### config.mk
export PLATFORM = sky130hd
export DESIGN_NAME = date_day_difference_core
export DESIGN_NICKNAME = d
export VERILOG_FILES = /design/src/rtl/core/dddc_pkg.sv /design/src/rtl/core/date_day_difference_core.sv
export SDC_FILE = /design/constraint.sdc
export NUM_CORES = 1
export LEC_CHECK = 0
export BUFFER_PORTS_ARGS = -buffer_cell sky130_fd_sc_hd__buf_4
export CAP_MARGIN = 20
export CORE_ASPECT_RATIO = 0.8
export CORE_UTILIZATION = 60
export DETAILED_ROUTE_END_ITERATION = 8
export PLACE_DENSITY = 0.79
export SLEW_MARGIN = 20
export SYNTH_ARGS = -nofsm -noshare
export SYNTH_HDL_FRONTEND = slang
export SYNTH_SLANG_ARGS = --single-unit
### constraint.sdc
create_clock -name clk_i -period 16.3 [get_ports clk_i]
set_clock_uncertainty 0.05 [all_clocks]
set_input_delay 1.63 -clock clk_i [delete_from_list [all_inputs] [get_ports clk_i]]
set_output_delay 1.63 -clock clk_i [all_outputs]
set_load 0.05 [all_outputs]
### src/rtl/core/dddc_pkg.sv
// Package for the date day difference core: widths, date type and day-number function.
`timescale 1ns / 1ps

package dddc_pkg;

  localparam int unsigned YearW   = 7;
  localparam int unsigned MonthW  = 4;
  localparam int unsigned DayW    = 7;
  localparam int unsigned DayNumW = 16;
  localparam int unsigned GapW    = 16;
  localparam int unsigned CumW    = 9;

  // Year offset of 2100, the only century year in range that is not a leap year.
  localparam logic [YearW-1:0] NoLeapCentury = YearW'(100);

  // Days before the given month in a common year; month 0 acts as month 1,
  // months 13 to 15 count the whole year.
  localparam logic [CumW-1:0] CumDays [16] = '{
    9'd0,   9'd0,   9'd31,  9'd59,  9'd90,  9'd120, 9'd151, 9'd181,
    9'd212, 9'd243, 9'd273, 9'd304, 9'd334, 9'd365, 9'd365, 9'd365
  };

  typedef struct packed {
    logic [YearW-1:0]  year;
    logic [MonthW-1:0] month;
    logic [DayW-1:0]   day;
  } date_t;

  typedef struct packed {
    date_t first;
    date_t second;
  } date_pair_t;

  function automatic logic [DayNumW-1:0] day_number(date_t dt);
    logic [DayNumW-1:0] year_days;
    logic [5:0]         leap_days;
    logic               leap;
    logic               past_century;
    begin
      year_days    = DayNumW'(dt.year) * DayNumW'(365);
      // leap years in [2000, 2000+y): every fourth from 2000, minus 2100 once passed
      leap_days    = 6'((8'(dt.year) + 8'd3) >> 2);
      past_century = dt.year > NoLeapCentury;
      leap         = (dt.year[1:0] == 2'b00) && (dt.year != NoLeapCentury);
      day_number   = year_days + DayNumW'(leap_days) - DayNumW'(past_century)
                   + DayNumW'(CumDays[dt.month])
                   + DayNumW'(leap && (dt.month >= MonthW'(3)))
                   + DayNumW'(dt.day);
    end
  endfunction

endpackage

### src/rtl/core/date_day_difference_core.sv
// Top level: two-stage pipeline computing the day gap between two dates.
`timescale 1ns / 1ps

// Takes a pair of dates (year offset from 2000, month, day) per request and
// returns the absolute difference of their Gregorian day numbers plus a flag
// that is high when the first date is not earlier than the second. One request
// is accepted every cycle unless both stages are full and the output is stalled;
// the request passes through the input register, the day-number and subtract
// logic and the result register. Months 0 and 1 add no month days, months 13
// to 15 add a full year; days are added unchecked. Nothing is configured and
// no state survives between requests.
module date_day_difference_core (
  input  logic                         clk_i,
  input  logic                         rst_ni,
  input  logic                         in_valid_i,
  output logic                         in_ready_o,
  input  logic [dddc_pkg::YearW-1:0]   first_year_i,
  input  logic [dddc_pkg::MonthW-1:0]  first_month_i,
  input  logic [dddc_pkg::DayW-1:0]    first_day_i,
  input  logic [dddc_pkg::YearW-1:0]   second_year_i,
  input  logic [dddc_pkg::MonthW-1:0]  second_month_i,
  input  logic [dddc_pkg::DayW-1:0]    second_day_i,
  output logic                         out_valid_o,
  input  logic                         out_ready_i,
  output logic                         first_not_earlier_o,
  output logic [dddc_pkg::GapW-1:0]    day_gap_o
);

  logic                           in_valid_q;
  dddc_pkg::date_pair_t           in_q;
  logic                           out_valid_q;
  logic                           flag_q;
  logic [dddc_pkg::GapW-1:0]      gap_q;

  logic                           out_stage_ready;
  logic [dddc_pkg::DayNumW-1:0]   num_first;
  logic [dddc_pkg::DayNumW-1:0]   num_second;
  logic                           flag_d;
  logic [dddc_pkg::GapW-1:0]      gap_d;

  assign out_stage_ready = !out_valid_q || out_ready_i;
  assign in_ready_o      = !in_valid_q || out_stage_ready;

  // Input register
  always_ff @(posedge clk_i or negedge rst_ni) begin
    if (!rst_ni) begin
      in_valid_q <= 1'b0;
    end else if (in_ready_o) begin
      in_valid_q <= in_valid_i;
    end
  end

  always_ff @(posedge clk_i) begin
    if (in_valid_i && in_ready_o) begin
      in_q.first.year   <= first_year_i;
      in_q.first.month  <= first_month_i;
      in_q.first.day    <= first_day_i;
      in_q.second.year  <= second_year_i;
      in_q.second.month <= second_month_i;
      in_q.second.day   <= second_day_i;
    end
  end

  always_comb begin
    num_first  = dddc_pkg::day_number(in_q.first);
    num_second = dddc_pkg::day_number(in_q.second);
    flag_d     = num_first >= num_second;
    gap_d      = flag_d ? dddc_pkg::GapW'(num_first - num_second)
                        : dddc_pkg::GapW'(num_second - num_first);
  end

  // Result register
  always_ff @(posedge clk_i or negedge rst_ni) begin
    if (!rst_ni) begin
      out_valid_q <= 1'b0;
    end else if (out_stage_ready) begin
      out_valid_q <= in_valid_q;
    end
  end

  always_ff @(posedge clk_i) begin
    if (out_stage_ready && in_valid_q) begin
      flag_q <= flag_d;
      gap_q  <= gap_d;
    end
  end

  assign out_valid_o         = out_valid_q;
  assign first_not_earlier_o = flag_q;
  assign day_gap_o           = gap_q;

  // Back-pressure only when both stages hold a request.
  assert property (@(posedge clk_i) disable iff (!rst_ni)
    !in_ready_o |-> (in_valid_q && out_valid_q && !out_ready_i))
    else $error("input stalled while a stage is free");

  // An accepted request always lands in the input register.
  assert property (@(posedge clk_i) disable iff (!rst_ni)
    (in_valid_i && in_ready_o) |=> in_valid_q)
    else $error("accepted request lost at input register");

  // A held request moves into a free result register.
  assert property (@(posedge clk_i) disable iff (!rst_ni)
    (in_valid_q && out_stage_ready) |=> out_valid_q)
    else $error("request not advanced to result register");

  // A first date that is earlier must give a nonzero gap.
  assert property (@(posedge clk_i) disable iff (!rst_ni)
    (out_valid_o && !first_not_earlier_o) |-> (day_gap_o != '0))
    else $error("zero gap with first date flagged earlier");

endmodule
======== Yosys cells after proc, flatten, opt, wreduce, memory -nomap -nowiden ========
Memories as Yosys holds them, arrays and structs flattened.
Cells that the tools add are included.
cells by class
  $add $sub $neg .......................... 14
  multiply operators ...................... 2
  magnitude comparators ................... 7
  equality and inequality tests ........... 2
  multiplexer cells ....................... 5
  bitwise logic cells ..................... 2
  reduce and logical (&&, ||, !) cells .... 12
operators with widths
  operator                                                                              number
  9-bit 2-to-1 mux                                                                      4
  16-bit by 1-bit adder with 16-bit output                                              2
  16-bit by 6-bit adder with 16-bit output                                              2
  16-bit by 7-bit adder with 16-bit output                                              2
  16-bit by 9-bit adder with 16-bit output                                              2
  7-bit by 9-bit multiplier with 16-bit output (second input constant)                  2
  16-bit by 1-bit subtractor with 16-bit output                                         2
  16-bit subtractor                                                                     2
  7-bit by 2-bit adder with 8-bit output (second input constant)                        2
  16-bit greater-or-equal comparator                                                    1
  16-bit 2-to-1 mux                                                                     1
  7-bit greater-than comparator (second input constant)                                 2
  7-bit != test (second input constant)                                                 2
  5-bit greater-or-equal comparator (second input constant)                             2
  4-bit inverter with 5-bit output                                                      2
  4-bit by 2-bit greater-or-equal comparator with 1-bit output (second input constant)  2
  1-bit logical AND                                                                     6
  2-bit zero test                                                                       2
  1-bit zero test                                                                       2
  1-bit logical OR                                                                      2
word-level totals
  register bits ........................... 55
  memory bits (read-only) ................. 288
  input port bits ......................... 40
  output and inout bits ................... 19
  word-level logic and storage cells ...... 56
  memories ................................ 2
memory list
  name              depth  width  read ports  clocked after Yosys merged registers in  write ports  line            source
  (name not given)  16     9      1           0                                        0            dddc_pkg.sv:46  + DayNumW'(CumDays[dt.month])
  (name not given)  16     9      1           0                                        0            dddc_pkg.sv:46

======== Depth between registers and ports, before layout ========
  word-level depth ........................ 9
  gate-level depth with buffers ........... 32
  mapped depth without buffers ............ 29

======== Worst setup path before layout ========
OpenSTA, ideal clock, no wires.
  path kind ............................... reg2reg
  start ................................... register in_q[11] (netlist name)
  end ..................................... register gap_q (netlist bit day_gap_o[12]), data pin
  library setup time ...................... 0.266 ns
  arrival time ............................ 6.810 ns
  data required time ...................... 15.984 ns
  setup slack ............................. 9.173 ns
  stages on the path, launching flop included .. 33
  path buffers ............................ 3
  clock period less this slack ............ 7.127 ns
  path through ............................ edfxtp_1 -> inv_1 -> ha_1 -> nand2_1 -> nor3_1 -> nor2_1 -> fa_1 -> ha_1 -> fa_1 -> fa_1 -> inv_1 -> fa_1 -> inv_1 -> ha_1 -> fa_1 -> a21o_1 -> a21oi_1 -> o21bai_1 -> a2111oi_2 -> nor2_1 -> xnor2_1 -> inv_1 -> ha_1 -> buf_2 -> nand2_1 -> nor2_1 -> a211oi_2 -> a21oi_1 -> o41ai_2 -> buf_6 -> buf_12 -> mux2i_1 -> xnor2_1
on the way
  longest elaborated chain between the ends .. 8
  elaborated cells between the ends (all ways) .. 16
  those cells by class .................... add/sub: 8; mul: 1; order compare: 2; eq/ne: 1; mux: 1; reduce/logical: 3
ends and longest elaborated chain
  what                                                                                                           line                            source
  start, declared                                                                                                date_day_difference_core.sv:30  dddc_pkg::date_pair_t in_q;
  7-bit by 9-bit multiplier with 16-bit output / 7-bit by 2-bit adder with 8-bit output (equally long branches)  dddc_pkg.sv:40, dddc_pkg.sv:42
  16-bit by 6-bit adder with 16-bit output                                                                       dddc_pkg.sv:45                  day_number = year_days + DayNumW'(leap_days) - DayNumW'(past_century)
  16-bit by 1-bit subtractor with 16-bit output                                                                  dddc_pkg.sv:45
  16-bit by 9-bit adder with 16-bit output                                                                       dddc_pkg.sv:46
  16-bit by 1-bit adder with 16-bit output *                                                                     dddc_pkg.sv:47                  + DayNumW'(leap && (dt.month >= MonthW'(3)))
  16-bit by 7-bit adder with 16-bit output *                                                                     dddc_pkg.sv:48                  + DayNumW'(dt.day);
  16-bit subtractor, or another cell as far along                                                                date_day_difference_core.sv:69  : dddc_pkg::GapW'(num_second - num_first);
  16-bit 2-to-1 mux *                                                                                            date_day_difference_core.sv:68  gap_d = flag_d ? dddc_pkg::GapW'(num_first - num_second)
  via gap_d (one bit)                                                                                            date_day_difference_core.sv:39  logic [dddc_pkg::GapW-1:0] gap_d;
  end signal, assigned                                                                                           date_day_difference_core.sv:84  gap_q <= gap_d;
  end, declared                                                                                                  date_day_difference_core.sv:33  logic [dddc_pkg::GapW-1:0] gap_q;
The timed path passes the listed nets; every way through them passes the cells marked *.
A chain may end at the register's enable or synchronous reset.

======== Final worst setup path ========
  start ................................... register in_q[12] (netlist name)
  end ..................................... register gap_q (netlist bit day_gap_o[4]), data pin
Same word-level chain as after synthesis.

==> qor.yml <==
async_reset_ff_share_pct: 3.64
instances_no_fill: 1076
netlist_area_sq_um: 8540
synth_enable_flop_cells: 53
drt_wl_total_microns: 17500
track_usage_pct: 26.3
netlist_instances: 844
outcome: "finished, final reports clean"
grt_pass1_wl_microns: 29500
postLayoutCellArea_sq_um: 9280
grt_pass1_vias: 6024
cts_tree: "yes"
cp-startpoint: "in_q[12]$_DFFE_PP_"
coreArea_sq_um: 13700
hold_class: "register to register"
grt_setup_unrepaired: "false"
vias_per_cell: 5.48
fin_setup_tns_ns: 0
final-setup-viol-count: 0
crit_required_ns: 16.32
antenna_found_initial: 0
drv_cap: 0
fmax_ghz: 0.123
dpl.cell_count: 1068
die_area_sq_um: 14700
die_y_microns: 109
r2r_slack_ns: 8.15
worst_r2r_path_depth: 30
ant_nets: 0
cts_setup_buffers: 0
r2r-end: "day_gap_o[4]$_DFFE_PP_"
start_util_pct: 62.1
rows: 38
drv_slew: 0
gp_congestion: 0.994
dpl_cell_area_sq_um: 9110
final.min_clock_period_ns: 8.15
crit_arrival_ns: 8.16
critical-path-max-stage-delay_ns: 0.56
route.detailed.drc: 0
crit_type: "register to register"
syn_area_per_cell_sq_um: 10.1
yosysUniqueCellTypes: 61
crit-reg2reg-launch: "in_q[12]$_DFFE_PP_"
drive_gt1_share_pct: 10.5
cp-start-kind: "register"
cts_sinks: 55
endpoint: "day_gap_o[4]$_DFFE_PP_"
crit_top_cell: "fa_1"
syn_nets: 1134
clk_path_buf_depth: 2
die_w_microns: 135
worst_path_max_delay_cell: "a2111oi_2"
h-tree-depth: 2
hold_violations: 0
ys.flop_type: "edfxtp_1"
tightest_slew_ns: 0.935
synth_seq_area_share_pct: 19.2
grt_max_degree: 37
cts_resized: 0
io_buffers: 58
cts_made_buffers: 5
vias: 5901
dpl.hpwl_microns: 14500
clockRootBuffer: "clkbuf_16"
critPathMaxFanout: 14
diodes: 0
ys_seq_elements: 55
cp-end-kind: "register"
globalRouteOverflowTotal: 0
clk_pin_slew_worst_paths_ns: 0.09
drt_iter0_markers: 479
period_share_pct: 50.0
cts-hold-fix-buffers: 0
io_pins: 59
fin_nets: 1185
post_drt_wl_per_cell_microns: 16.2
slew_headroom_pct: 37.7
clk-insertion-delay-late_ns: 0.32
first_pass_iters: 5
ys_warn_count: 0
syn_to_final_growth_pct: 8.72
-- cell families (layout without fill, tap and decap cells) --
group / Yosys count / in the layout / synth area share [%]
AND/OR/NAND/NOR: 127 / 127 / 7.61
buffers and inverters: 197 / 249 / 9.26
multiplexers: 26 / 26 / 3.11
AO/OA/AOI/OAI: 130 / 130 / 10.3
flip-flops: 55 / 55 / 19.2
adder cells (fa/ha/maj): 250 / 250 / 44.4
XOR/XNOR: 59 / 59 / 6.05
-- worst max-delay path: cells and delay by family, from the launching register on --
kind,cells,cell delay (ns)
XOR/XNOR,2,0.30
AO/OA/AOI/OAI,7,1.89
flip-flops,1,0.50
buffers and inverters,5,0.73
adder cells (fa/ha/maj),9,3.40
AND/OR/NAND/NOR,6,0.77
multiplexers,1,0.25
-- registers in the layout, indices dropped and copies added (netlist names) --
| register | count |
|---|---|
| day_gap_o | 16 |
| first_not_earlier_o | 1 |
| in_q | 36 |
| out_valid_o | 1 |
| in_valid_q | 1 |
-- metal layers --
layer	global-route usage, %	wire, microns	share of wire (%)	up-vias
li1	-	-	-	2883
met1	38.2	8360	48	2830
met2	39.9	7510	43	170
met3	6.18	1380	7.9	18
met4	5.46	217	1.2	0
met5	0	0	0	-
-- cell type report --
type	instances	area [sq um]
Multi-Input combinational cell	592	6120
Fill cell	1046	4460
Sequential cell	55	1640
Inverter	182	683
Timing Repair Buffer	59	443
Tap cell	180	225
Clock buffer	5	125
Clock inverter	3	46.3
-- layout by cell type (no fill, tap or decap), types with 5 or more instances in the layout --
| cell | netlist | final |
|---|---|---|
| inv_1 | 181 | 181 |
| ha_1 | 162 | 162 |
| fa_1 | 88 | 88 |
| buf_4 | 0 | 59 |
| edfxtp_1 | 53 | 53 |
| xnor2_1 | 47 | 47 |
| a21oi_1 | 32 | 32 |
| nor2_1 | 31 | 31 |
| nand2_1 | 29 | 29 |
| o21ai_0 | 28 | 28 |
| mux2i_1 | 22 | 22 |
| xor2_1 | 12 | 12 |
| nand3_1 | 10 | 10 |
| nand2b_1 | 10 | 10 |
| a21o_1 | 9 | 9 |
| nor3_1 | 8 | 8 |
| and3_1 | 7 | 7 |
| a211oi_1 | 7 | 7 |
| o31ai_1 | 6 | 6 |
| nor2b_1 | 6 | 6 |
| o21a_1 | 5 | 5 |
| or2_2 | 5 | 5 |
| o21bai_1 | 5 | 5 |
| nand3b_1 | 5 | 5 |
| clkbuf_16 | 0 | 5 |
-- through the flow --
step / hold slack (ns) / util [%] / setup slack [ns]
finish: 0.449 / 67.5 / 8.15
global placement: 0.432 / 66.3 / 8.58
floorplan: 0.399 / - / 9.17
detailed placement: 0.423 / 66.3 / 8.25
CTS: 0.448 / 67.5 / 8.21
global route: 0.482 / 67.5 / 7.74
-- Yosys cell counts, types with 7 or more instances --
master	instances	area, sq um
nand3_1	10	50.1
inv_1	181	679
and3_1	7	43.8
nor3_1	8	40.0
ha_1	162	2030
xor2_1	12	105
edfxtp_1	53	1590
mux2i_1	22	220
nand2_1	29	109
fa_1	88	1760
nor2_1	31	116
a211oi_1	7	52.6
xnor2_1	47	412
o21ai_0	28	140
nand2b_1	10	62.6
a21o_1	9	67.6
a21oi_1	32	160
-- worst min-delay path by stage --
stage,startpoint,endpoint,slack (ns),depth (start not counted)
after detailed placement,in_valid_q$_DFFE_PN0N_,out_valid_o$_DFFE_PN0P_,0.42,1
after global routing,in_valid_q$_DFFE_PN0N_,out_valid_o$_DFFE_PN0P_,0.48,1
after floorplan,in_valid_q$_DFFE_PN0N_,out_valid_o$_DFFE_PN0P_,0.40,1
after CTS,in_valid_q$_DFFE_PN0N_,out_valid_o$_DFFE_PN0P_,0.45,1
final,in_valid_q$_DFFE_PN0N_,out_valid_o$_DFFE_PN0P_,0.45,1
after global placement,in_valid_q$_DFFE_PN0N_,out_valid_o$_DFFE_PN0P_,0.43,1
Power is not shown: default switching activity piles up to over one toggle a cycle in this logic, so the estimate is an artifact.
